**config.mk**
```make
export PLATFORM = sky130hd
export DESIGN_NAME = three_wire_serial_master
export DESIGN_NICKNAME = d
export VERILOG_FILES = /design/src/rtl/core/tws_pkg.sv /design/src/rtl/core/tws_sequencer.sv /design/src/rtl/core/tws_datapath.sv /design/src/rtl/core/three_wire_serial_master.sv
export SDC_FILE = /design/constraint.sdc
export NUM_CORES = 1
export LEC_CHECK = 0
export ABC_AREA = 1
export BUFFER_PORTS_ARGS = -buffer_cell sky130_fd_sc_hd__buf_2
export CAP_MARGIN = 15
export CORE_MARGIN = 4
export CORE_UTILIZATION = 53
export DETAILED_ROUTE_END_ITERATION = 6
export GPL_TIMING_DRIVEN = 0
export HOLD_SLACK_MARGIN = 0.03
export PLACE_DENSITY = 0.78
export SYNTH_ARGS = -nofsm -noshare
export SYNTH_HDL_FRONTEND = slang
export SYNTH_SLANG_ARGS = --single-unit
```
**constraint.sdc**
```tcl
create_clock -name clk -period 2.15 [get_ports clk]
set_clock_uncertainty 0.1 [all_clocks]
set_input_delay 0.43 -clock clk [delete_from_list [all_inputs] [get_ports clk]]
set_output_delay 0.43 -clock clk [all_outputs]
set_load 0.01 [all_outputs]
```
**src/rtl/core/tws_pkg.sv**
```systemverilog
// ----------------------------------------------------------------------------
// tws_pkg
// Shared types, constants and the control store of the three-wire serial
// bus master.
// ----------------------------------------------------------------------------
`default_nettype none

package tws_pkg;

  // Configuration register indexes and reset values.
  localparam int CfgIdxW = 2;
  localparam logic [CfgIdxW-1:0] CFG_BIT_HOLD  = 2'd0;
  localparam logic [CfgIdxW-1:0] CFG_EDGE_HOLD = 2'd1;
  localparam logic [7:0] BIT_HOLD_RST  = 8'd14;
  localparam logic [7:0] EDGE_HOLD_RST = 8'd2;

  // Index of the most significant bit of a byte, where each byte starts.
  localparam logic [2:0] BIT_IDX_MSB = 3'd7;

  // Input beat: one byte to move.
  typedef struct packed {
    logic       operation;
    logic [7:0] tx_byte;
    logic       first_byte;
    logic       last_byte;
    logic [7:0] line_samples;
  } tws_in_t;

  // Result beat: one pin state.
  typedef struct packed {
    logic       cs_level;
    logic       sck_level;
    logic       sio_drive;
    logic       sio_level;
    logic [7:0] hold_ticks;
    logic [7:0] rx_byte;
    logic       rx_valid;
    logic       last_result;
  } tws_out_t;

  // Microprogram step addresses.
  typedef enum logic [2:0] {
    STEP_CS_PRE   = 3'd0,
    STEP_CS_RAISE = 3'd1,
    STEP_BIT_LO   = 3'd2,
    STEP_BIT_HI   = 3'd3,
    STEP_TAIL     = 3'd4,
    STEP_CS_DROP  = 3'd5
  } tws_step_t;

  // Sources for the data line drive enable.
  typedef enum logic [1:0] {
    DRV_ONE  = 2'd0,
    DRV_OP   = 2'd1,
    DRV_ZERO = 2'd2
  } tws_drv_src_t;

  // Sources for the data line level.
  typedef enum logic [1:0] {
    LVL_ONE  = 2'd0,
    LVL_DATA = 2'd1,
    LVL_ZERO = 2'd2
  } tws_lvl_src_t;

  // Which hold register times the pin state.
  typedef enum logic {
    HOLD_EDGE = 1'b0,
    HOLD_BIT  = 1'b1
  } tws_hold_src_t;

  // Sequencing after a step.
  typedef enum logic [1:0] {
    JMP_NEXT     = 2'd0,
    JMP_BIT_LOOP = 2'd1,
    JMP_END      = 2'd2
  } tws_jump_t;

  // One control word of the microprogram.
  typedef struct packed {
    logic          cs;
    logic          sck;
    tws_drv_src_t  drv_src;
    tws_lvl_src_t  lvl_src;
    tws_hold_src_t hold_src;
    logic          rx_chk;
    tws_jump_t     jump;
  } tws_word_t;

  // Sequencer to datapath controls.
  typedef struct packed {
    logic      fire;
    logic      final_beat;
    logic      idx_dec;
    tws_word_t word;
  } tws_ctl_t;

  // Datapath to sequencer status.
  typedef struct packed {
    logic slot_free;
    logic idx_zero;
    logic last_byte;
  } tws_stat_t;

  // Control store. Unused addresses decode as the chip select drop, which ends.
  function automatic tws_word_t tws_rom(input tws_step_t step);
    tws_word_t w;
    unique case (step)
      STEP_CS_PRE:   w = '{1'b0, 1'b1, DRV_ONE,  LVL_ONE,  HOLD_EDGE, 1'b0, JMP_NEXT};
      STEP_CS_RAISE: w = '{1'b1, 1'b1, DRV_ONE,  LVL_ONE,  HOLD_EDGE, 1'b0, JMP_NEXT};
      STEP_BIT_LO:   w = '{1'b1, 1'b0, DRV_OP,   LVL_DATA, HOLD_BIT,  1'b0, JMP_NEXT};
      STEP_BIT_HI:   w = '{1'b1, 1'b1, DRV_OP,   LVL_DATA, HOLD_BIT,  1'b1, JMP_BIT_LOOP};
      STEP_TAIL:     w = '{1'b1, 1'b1, DRV_OP,   LVL_DATA, HOLD_EDGE, 1'b0, JMP_NEXT};
      STEP_CS_DROP:  w = '{1'b0, 1'b1, DRV_ZERO, LVL_ZERO, HOLD_EDGE, 1'b0, JMP_END};
      default:       w = '{1'b0, 1'b1, DRV_ZERO, LVL_ZERO, HOLD_EDGE, 1'b0, JMP_END};
    endcase
    return w;
  endfunction

endpackage

`default_nettype wire

```
**src/rtl/core/tws_sequencer.sv**
```systemverilog
// ----------------------------------------------------------------------------
// tws_sequencer
// Step counter over the control store, with the bit loop and end jumps.
// ----------------------------------------------------------------------------
`default_nettype none

module tws_sequencer (
  input  wire logic              clk,
  input  wire logic              rst_n,
  input  wire logic              start,
  input  wire logic              first,
  input  tws_pkg::tws_stat_t     stat,
  output tws_pkg::tws_ctl_t      ctl,
  output logic                   busy
);

  tws_pkg::tws_step_t step_r, step_nxt;
  logic               busy_r, busy_nxt;
  tws_pkg::tws_word_t word;
  logic               fire;
  logic               finish;
  logic               loop_back;

  // Control word for the current step.
  assign word = tws_pkg::tws_rom(step_r);
  assign fire = busy_r & stat.slot_free;

  // Jump conditions.
  always_comb begin
    loop_back = (word.jump == tws_pkg::JMP_BIT_LOOP) & ~stat.idx_zero;
    finish    = (word.jump == tws_pkg::JMP_END) |
                ((word.jump == tws_pkg::JMP_BIT_LOOP) & stat.idx_zero & ~stat.last_byte);
  end

  // Next step and busy flag.
  always_comb begin
    step_nxt = step_r;
    busy_nxt = busy_r;
    if (start) begin
      step_nxt = first ? tws_pkg::STEP_CS_PRE : tws_pkg::STEP_BIT_LO;
      busy_nxt = 1'b1;
    end else if (fire) begin
      if (loop_back) begin
        step_nxt = tws_pkg::STEP_BIT_LO;
      end else begin
        step_nxt = tws_pkg::tws_step_t'(step_r + 3'd1);
      end
      if (finish) begin
        busy_nxt = 1'b0;
      end
    end
  end

  // Outputs to the datapath.
  always_comb begin
    ctl.fire       = fire;
    ctl.final_beat = finish;
    ctl.idx_dec    = fire & loop_back;
    ctl.word       = word;
    busy           = busy_r;
  end

  always_ff @(posedge clk) begin
    if (!rst_n) begin
      step_r <= tws_pkg::STEP_CS_PRE;
      busy_r <= 1'b0;
    end else begin
      step_r <= step_nxt;
      busy_r <= busy_nxt;
    end
  end

endmodule

`default_nettype wire

```
**src/rtl/core/tws_datapath.sv**
```systemverilog
// ----------------------------------------------------------------------------
// tws_datapath
// Item registers, bit index, hold registers and the result output register.
// ----------------------------------------------------------------------------
`default_nettype none

module tws_datapath (
  input  wire logic                          clk,
  input  wire logic                          rst_n,
  input  wire logic                          start,
  input  tws_pkg::tws_in_t                   in_data,
  input  tws_pkg::tws_ctl_t                  ctl,
  input  wire logic                          cfg_we,
  input  wire logic [tws_pkg::CfgIdxW-1:0]   cfg_idx,
  input  wire logic [7:0]                    cfg_wdata,
  input  wire logic                          out_ready,
  output tws_pkg::tws_stat_t                 stat,
  output logic                               out_valid,
  output tws_pkg::tws_out_t                  out_data
);

  logic             op_r;
  logic [7:0]       tx_r;
  logic             last_r;
  logic [7:0]       samples_r;
  logic [2:0]       idx_r, idx_nxt;
  logic [7:0]       bit_hold_r, bit_hold_nxt;
  logic [7:0]       edge_hold_r, edge_hold_nxt;
  logic             out_valid_r, out_valid_nxt;
  tws_pkg::tws_out_t out_data_r, beat;
  logic             rx_hit;

  // Status back to the sequencer.
  always_comb begin
    stat.slot_free = ~out_valid_r | out_ready;
    stat.idx_zero  = (idx_r == 3'd0);
    stat.last_byte = last_r;
  end

  // Build the pin state selected by the control word.
  always_comb begin
    rx_hit = ctl.word.rx_chk & op_r & (idx_r == 3'd0);
    beat.cs_level  = ctl.word.cs;
    beat.sck_level = ctl.word.sck;
    unique case (ctl.word.drv_src)
      tws_pkg::DRV_ONE: beat.sio_drive = 1'b1;
      tws_pkg::DRV_OP:  beat.sio_drive = ~op_r;
      default:          beat.sio_drive = 1'b0;
    endcase
    unique case (ctl.word.lvl_src)
      tws_pkg::LVL_ONE:  beat.sio_level = 1'b1;
      tws_pkg::LVL_DATA: beat.sio_level = ~op_r & tx_r[idx_r];
      default:           beat.sio_level = 1'b0;
    endcase
    beat.hold_ticks  = (ctl.word.hold_src == tws_pkg::HOLD_BIT) ? bit_hold_r : edge_hold_r;
    beat.rx_byte     = rx_hit ? samples_r : 8'd0;
    beat.rx_valid    = rx_hit;
    beat.last_result = ctl.final_beat;
  end

  // Next values of the bit index, configuration and output valid.
  always_comb begin
    idx_nxt = idx_r;
    if (start) begin
      idx_nxt = tws_pkg::BIT_IDX_MSB;
    end else if (ctl.idx_dec) begin
      idx_nxt = idx_r - 3'd1;
    end
    bit_hold_nxt  = bit_hold_r;
    edge_hold_nxt = edge_hold_r;
    if (cfg_we && cfg_idx == tws_pkg::CFG_BIT_HOLD) begin
      bit_hold_nxt = cfg_wdata;
    end
    if (cfg_we && cfg_idx == tws_pkg::CFG_EDGE_HOLD) begin
      edge_hold_nxt = cfg_wdata;
    end
    out_valid_nxt = out_valid_r;
    if (ctl.fire) begin
      out_valid_nxt = 1'b1;
    end else if (out_ready) begin
      out_valid_nxt = 1'b0;
    end
  end

  // Control and configuration registers.
  always_ff @(posedge clk) begin
    if (!rst_n) begin
      bit_hold_r  <= tws_pkg::BIT_HOLD_RST;
      edge_hold_r <= tws_pkg::EDGE_HOLD_RST;
      out_valid_r <= 1'b0;
      idx_r       <= tws_pkg::BIT_IDX_MSB;
    end else begin
      bit_hold_r  <= bit_hold_nxt;
      edge_hold_r <= edge_hold_nxt;
      out_valid_r <= out_valid_nxt;
      idx_r       <= idx_nxt;
    end
  end

  // Payload registers: the captured item and the result beat.
  always_ff @(posedge clk) begin
    if (start) begin
      op_r      <= in_data.operation;
      tx_r      <= in_data.tx_byte;
      last_r    <= in_data.last_byte;
      samples_r <= in_data.line_samples;
    end
    if (ctl.fire) begin
      out_data_r <= beat;
    end
  end

  assign out_valid = out_valid_r;
  assign out_data  = out_data_r;

endmodule

`default_nettype wire

```
**src/rtl/core/three_wire_serial_master.sv**
```systemverilog
// ----------------------------------------------------------------------------
// three_wire_serial_master
// Three-wire serial bus master that turns byte requests into pin states.
// ----------------------------------------------------------------------------
// Each byte's first pin state goes through the step register and then the result register.
// Throughput: one pin state per cycle from the step counter while the result side
// accepts them; a byte yields 16 to 20 states.
// The next byte is taken once the sequencer has issued the last state of this one.
// Reset: synchronous, active low; hold registers return to 14 and 2, nothing pending.
`default_nettype none

module three_wire_serial_master (
  input  wire logic                          clk,
  input  wire logic                          rst_n,
  input  wire logic                          in_valid,
  output logic                               in_ready,
  input  tws_pkg::tws_in_t                   in_data,
  output logic                               out_valid,
  input  wire logic                          out_ready,
  output tws_pkg::tws_out_t                  out_data,
  input  wire logic                          cfg_we,
  input  wire logic [tws_pkg::CfgIdxW-1:0]   cfg_idx,
  input  wire logic [7:0]                    cfg_wdata
);

  tws_pkg::tws_ctl_t  ctl;
  tws_pkg::tws_stat_t stat;
  logic               busy;
  logic               start;

  // Input beat accepted whenever the sequencer is free.
  assign in_ready = ~busy;
  assign start    = in_valid & in_ready;

  tws_sequencer u_seq (
    .clk   (clk),
    .rst_n (rst_n),
    .start (start),
    .first (in_data.first_byte),
    .stat  (stat),
    .ctl   (ctl),
    .busy  (busy)
  );

  tws_datapath u_dp (
    .clk       (clk),
    .rst_n     (rst_n),
    .start     (start),
    .in_data   (in_data),
    .ctl       (ctl),
    .cfg_we    (cfg_we),
    .cfg_idx   (cfg_idx),
    .cfg_wdata (cfg_wdata),
    .out_ready (out_ready),
    .stat      (stat),
    .out_valid (out_valid),
    .out_data  (out_data)
  );

  // Read data only appears on a clock-high state with chip select raised.
  assert property (@(posedge clk) disable iff (!rst_n)
    out_valid && out_data.rx_valid |-> out_data.cs_level && out_data.sck_level)
    else $error("rx_valid outside a clock-high state");

  // The chip select drop state always closes its byte.
  assert property (@(posedge clk) disable iff (!rst_n)
    out_valid && !out_data.cs_level && !out_data.sio_drive |-> out_data.last_result)
    else $error("chip select drop not marked last");

  // An accepted byte keeps the sequencer busy in the following cycle.
  assert property (@(posedge clk) disable iff (!rst_n)
    in_valid && in_ready |=> !in_ready)
    else $error("input taken while a byte is in progress");

endmodule

`default_nettype wire
```
== Word level (Yosys, flattened, before mapping) ==
Index checks and enable logic that the tools add are counted.

* Flip-flop bits (word level): 64

* Add/subtract/negate cells: 2
* Order comparisons: 1
* Equal/unequal tests: 9
* Mux-type cells: 15
* Bitwise gates (word level): 17
* Reduce and logical (&&, ||, !) cells: 12

{| class="wikitable"
|+ Operators by type and width
! operator !! count
|-
| $pmux W10 S5 || 1
|-
| $and A1 B1 Y1 || 9
|-
| $mux W3 || 3
|-
| $eq A2 B1 Y1 const B || 4
|-
| $mux W8 || 1
|-
| $eq A3 B2 Y1 const B || 2
|-
| $logic_not A2 Y1 || 3
|-
| $logic_not A3 Y1 || 2
|-
| $mux W1 || 6
|-
| $not A1 Y1 || 6
|-
| $reduce_bool A2 Y1 || 3
|-
| $lt A3 B4 Y1 const B || 1
|-
| $pmux W1 S2 || 2
|-
| $add A3 B1 Y3 const B || 1
|-
| $bmux W1 S3 || 1
|-
| $eq A3 B1 Y1 const B || 1
|-
| $eq A3 B3 Y1 const B || 1
|-
| $sub A3 B1 Y3 const B || 1
|-
| $eq A2 B2 Y1 const B || 1
|-
| $logic_and A1 B1 Y1 || 2
|-
| $mux W2 || 1
|-
| $or A1 B1 Y1 || 2
|-
| $reduce_and A2 Y1 || 1
|-
| $reduce_or A2 Y1 || 1
|}

== Longest topological paths before layout ==
* Depth after elaboration: 9
* Depth in mapped cells: 8
* Mapped depth without buffers: 8

== Hierarchy ==
From an unflattened synthesis, not the netlist that was laid out.

* Cell total of the unflattened synthesis: 259
* Area, all modules: 2671.3 um^2

{| class="wikitable"
|+ Modules (own cells, without submodules)
! module !! instances !! cells each !! area each (um^2) !! seq. area each (um^2)
|-
| tws_datapath || 1 || 201 || 2249.7 || 1601.5
|-
| tws_sequencer || 1 || 55 || 407.9 || 80.1
|-
| three_wire_serial_master || 1 || 3 || 13.8 || 0.0
|}

== Worst setup path before layout ==
Ideal clock, no wire load.

* Path type: input to register
* From: in in_valid
* To: reg u_seq.step_r[0]
* Library setup time: 114 ps
* Arrival: 1704 ps
* Required time: 1936 ps
* Setup slack: 232 ps
* Stages on the path: 5
* Buffers on the path: 0
* Cell sequence: inv_1 nor2_1 nor2_1 o21ai_1 nor2_1

* Word-level cells in the longest chain between the ends: 2
* Elaborated cells between the ends (all ways): 3

{| class="wikitable"
|+ Ends and longest elaborated chain
! element !! line !! text
|-
| start, declared || three_wire_serial_master.sv:15 || <nowiki>input wire logic in_valid,</nowiki>
|-
| $and A1 B1 Y1 * || three_wire_serial_master.sv:33 || <nowiki>assign start = in_valid & in_ready;</nowiki>
|-
| named net start || three_wire_serial_master.sv:29 || <nowiki>logic start;</nowiki>
|-
| $mux W3 or $reduce_bool A2 Y1 (tied branches) || n/a ||
|-
| end signal, assigned || tws_sequencer.sv:65 || <nowiki>step_r <= tws_pkg::STEP_CS_PRE;</nowiki>
|-
| end signal, assigned || tws_sequencer.sv:68 || <nowiki>step_r <= step_nxt;</nowiki>
|-
| end, declared || tws_sequencer.sv:17 || <nowiki>tws_pkg::tws_step_t step_r, step_nxt;</nowiki>
|}

The timed path passes the listed nets; every way through them passes the cells marked *.
A chain may end at the register's enable or synchronous reset.

==> reports/results.md <==
| Step | Parameter | This run |
|---|---|---|
| finish | Number of nets in the finished design | 363 |
| critical path | Classification of the worst setup path | register to register |
| critical path | Arrival time reported for the critical path endpoint | 1800 ps |
| pwr | Switching part of the total | 25.1% |
| floorplan | Placeable core area | 0.00472 sq mm |
| run | MaxCap Viol Count | 0 |
| cts | Buffers inserted during post-CTS setup optimization | 0 |
| hold path | Hold path cells | 1 |
| finish | Core occupancy in the finished layout | 66.1% |
| critical path | Critical Path Fanout Max | 9 |
| cts | Number of buffers created by CTS | 9 |
| critical path | Critical path data required time | 2150 ps |
| timing | Number of setup violations in the final report | 0 |
| global routing | Global-route wire length before repair | 7680 um |
| timing | Slew Limit Headroom | 61.7% |
| critical path | Reg2reg end | u_dp.out_data[19] |
| pwr | Pleak | 1.47 nW |
| finish | Number of fill cells | 374 |
| drt | DRC violations left | 0 |
| floorplan | Initial Utilization | 54.5% |
| yosys | Mapped Area | 0.00258 sq mm |
| placement | Half-perimeter wire length of the detailed placement result | 3200 um |
| outcome | Run status | finished clean |
| critical path | Sort of element at the start of the critical path | register |
| pwr | Switching pwr | 0.658 mW |
| drt | Ratio of routed vias to standard cells | 4.70 |
| floorplan | DIE HEIGHT | 77.7 um |
| yosys | Fraction of the yosys area taken by sequential cells | 65.3% |
| pwr | Total power per unit cell area | 840 mW/mm^2 |
| hold path | Endpoint with the worst hold slack | u_dp.samples_r[4] |
| placement | Number of buffers inserted by port buffering | 56 |
| pwr | Register share of total power | 54.7% |
| finish | Final standard cell area without fillers | 0.00312 sq mm |
| timing | Setup tns final | 0 ps |
| drt | Via Count | 1852 |
| timing | WHS | 163 ps |
| yosys | Synth Register Bits | 64 |
| global routing | Maximum number of pins on one net before global-route repair | 28 |
| floorplan | Die Outline Area | 0.00604 sq mm |
| drt | Routed WL | 4580 um |
| finish | Layout overhead on the synthesized area | 21.3% |
| hold path | Class of the tightest hold or removal check | primary input to register |
| cts | Htree depth | 3 |
| global routing | Aggregate global-route resource usage | 16.7% |
| critical path | Number of cell instances on the worst register-to-register path | 6 |
| drt | Drt initial violations | 109 |
| timing | Period utilization | 84.2% |
| yosys | Number of distinct library cell variants in the gate-level netlist after synthesis | 25 |
| cts | Buffers from clock root to sink, at most | 2 |
| pwr | Cell-internal power | 1.97 mW |
| cts | Clock tree from TritonCTS | built |
| timing | Final setup slack of the worst path | 340 ps |
| cts | Post-CTS Hold Buffers | 0 |
| finish | Layout cells sized above 1 | 27.2% |
| timing | Pins Over Slew Limit | 0 |
| pwr | Clk network pwr share | 33.5% |
| finish | Antenna diode count | 0 |
| cts | Clock-pin slew reported for the worst setup and hold paths after clock tree synthesis | 70 ps |
| drt | Number of nets with antenna violations after detailed routing | 0 |
| timing | Transition time at the pin with the least slew margin | 573 ps |
| drt | Initial DRT Pass Iterations | 4 |
| floorplan | Number of placement rows | 25 |
| drt | Post-detailed-route wirelength per cell | 11.6 um |
| yosys | Syn avg cell area | 10.1 sq um |
| pwr | Logic gate share of total power | 11.8% |
| timing | Fin crit period | 1810 ps |
| yosys | Syn Nets | 295 |
| global routing | Number of antenna violations at the first check in global routing | 0 |
| critical path | Worst reg-to-reg setup slack | 340 ps |
| global routing | Vias in the first global route | 1714 |
| finish | Most common library cell in the layout ignoring fill and taps | nand2_1 |
| global routing | Aggregate global routing overflow | 0 |
| timing | Final hold viol count | 0 |
| hold path | Worst Min Path Start | in_data[4] |
| timing | Achievable Freq | 553 MHz |
| cts | Buffer type at the clock tree root | clkbuf_8 |
| placement | Setup WS pre-CTS | 360 ps |
| critical path | Worst reg2reg startpoint | u_seq.step_r[0] |
| critical path | Endpoint kind of the worst setup timing path | register |
| timing | Setup repair after global routing missed its margin | no |
| cts | Total of cells resized after clock tree synthesis | 0 |
| cts | Clock sink count | 64 |
| pwr | Peak ir drop on the vdd network | 544 uV |
| cts | Clock insertion delay at the later pin of the skew report | 340 ps |
| floorplan | DIE WIDTH | 77.7 um |
| yosys | YS warnings | 0 |
| placement | GP Congestion | 0.789 |
| yosys | Number of cells produced by synthesis | 254 |
| floorplan | Top-Level Pins | 58 |
| placement | Placed cell areas | 0.00296 sq mm |
| finish | Commonest cells after routing, fill and taps aside | nand2_1, buf_2, nor2_1, edfxtp_1, dfxtp_1 |
-- how the worst max path moves through the flow --
stage	from	to	slack, ps
after detailed placement	u_seq.step_r[0]	u_dp.out_data[19]	360
after global placement	in_valid	u_seq.step_r[1]	-260
after global routing	u_seq.step_r[0]	u_dp.out_data[19]	270
final	u_seq.step_r[0]	u_dp.out_data[19]	340
after floorplan	in_valid	u_seq.step_r[0]	230
after CTS	u_seq.step_r[0]	u_dp.out_data[19]	350
-- cell usage after synthesis --
| master | n | area (sq um) |
|---|---|---|
| nor2_1 | 41 | 154 |
| dfxtp_1 | 24 | 480 |
| ha_1 | 7 | 87.6 |
| nor3_1 | 1 | 5.00 |
| nand4_2 | 1 | 12.5 |
| a21oi_2 | 1 | 8.76 |
| nand3_4 | 1 | 17.5 |
| o21ai_1 | 2 | 10.0 |
| nand3_1 | 12 | 60.1 |
| nand2_1 | 66 | 248 |
| nand2_4 | 1 | 11.3 |
| nor2_4 | 1 | 11.3 |
| inv_1 | 23 | 86.3 |
| o211ai_1 | 1 | 7.51 |
| nor2_2 | 2 | 12.5 |
| inv_2 | 5 | 18.8 |
| o21ai_0 | 14 | 70.1 |
| o21bai_1 | 1 | 7.51 |
| nand2_2 | 4 | 25.0 |
| a21oi_1 | 2 | 10.0 |
| nand4_1 | 1 | 6.26 |
| clkbuf_1 | 1 | 3.75 |
| edfxtp_1 | 40 | 1200 |
| a21oi_4 | 1 | 16.3 |
| clkbuf_2 | 1 | 5.00 |
-- critical path: stages (launching register included) --
cell and delay, ps:
dfxtp_1 360, ha_1 220, ha_1 280, a21oi_4 330, nand3_4 130, nand2_2 90, o21ai_1 50
-- stage by stage --
step                instances  total power [mW]
finish                    394              2.62
global route              394              2.75
CTS                       394              2.65
detailed placement        378              1.77
global placement          377              1.76
floorplan                 254              1.65
-- layout make-up --
| type | count | area, sq um | share of cell area, % |
|---|---|---|---|
| Clock buffer | 13 | 149 | 4.77 |
| Tap cell | 67 | 83.8 | 2.68 |
| Multi-Input combinational cell | 160 | 783 | 25.1 |
| Clock inverter | 3 | 17.5 | 0.561 |
| Buffer | 2 | 8.76 | 0.280 |
| Sequential cell | 64 | 1680 | 53.8 |
| Timing Repair Buffer | 57 | 295 | 9.45 |
| Inverter | 28 | 105 | 3.36 |
-- routing by layer --
metal | up-vias | GRT usage [%] | share of wire (%)
li1 | 963 | - | -
met1 | 819 | 21.3 | 47
met2 | 55 | 24.5 | 45
met3 | 15 | 5.68 | 5.6
met4 | 0 | 10.3 | 3.0
met5 | - | 0 | 0
-- power groups by stage --
stage / clock (mW) / sequential, mW / combinational (mW)
2_1_floorplan: 0 / 1.48 / 0.171
5_1_grt: 0.966 / 1.44 / 0.346
3_3_place_gp: 0 / 1.46 / 0.296
6_report: 0.879 / 1.43 / 0.310
4_1_cts: 0.900 / 1.44 / 0.311
3_5_place_dp: 0 / 1.46 / 0.308
-- kinds of logic after synthesis --
logic type	Yosys count	synth area share (%)
and+or+nand+nor	131	21.9
DFF	64	65.3
buffers and inverters	30	4.42
adders and majority gates	7	3.40
AOI/OAI and AO/OA	22	5.05
-- state kept, by name, summed over array words and instances (netlist names), 3 cells and up --
register and count:
u_dp.out_data 22, u_dp.bit_hold_r 8, u_dp.edge_hold_r 8, u_dp.samples_r 8, u_dp.tx_r 8, u_dp.idx_r 3, u_seq.step_r 3
(Power assumes the default switching activity.)
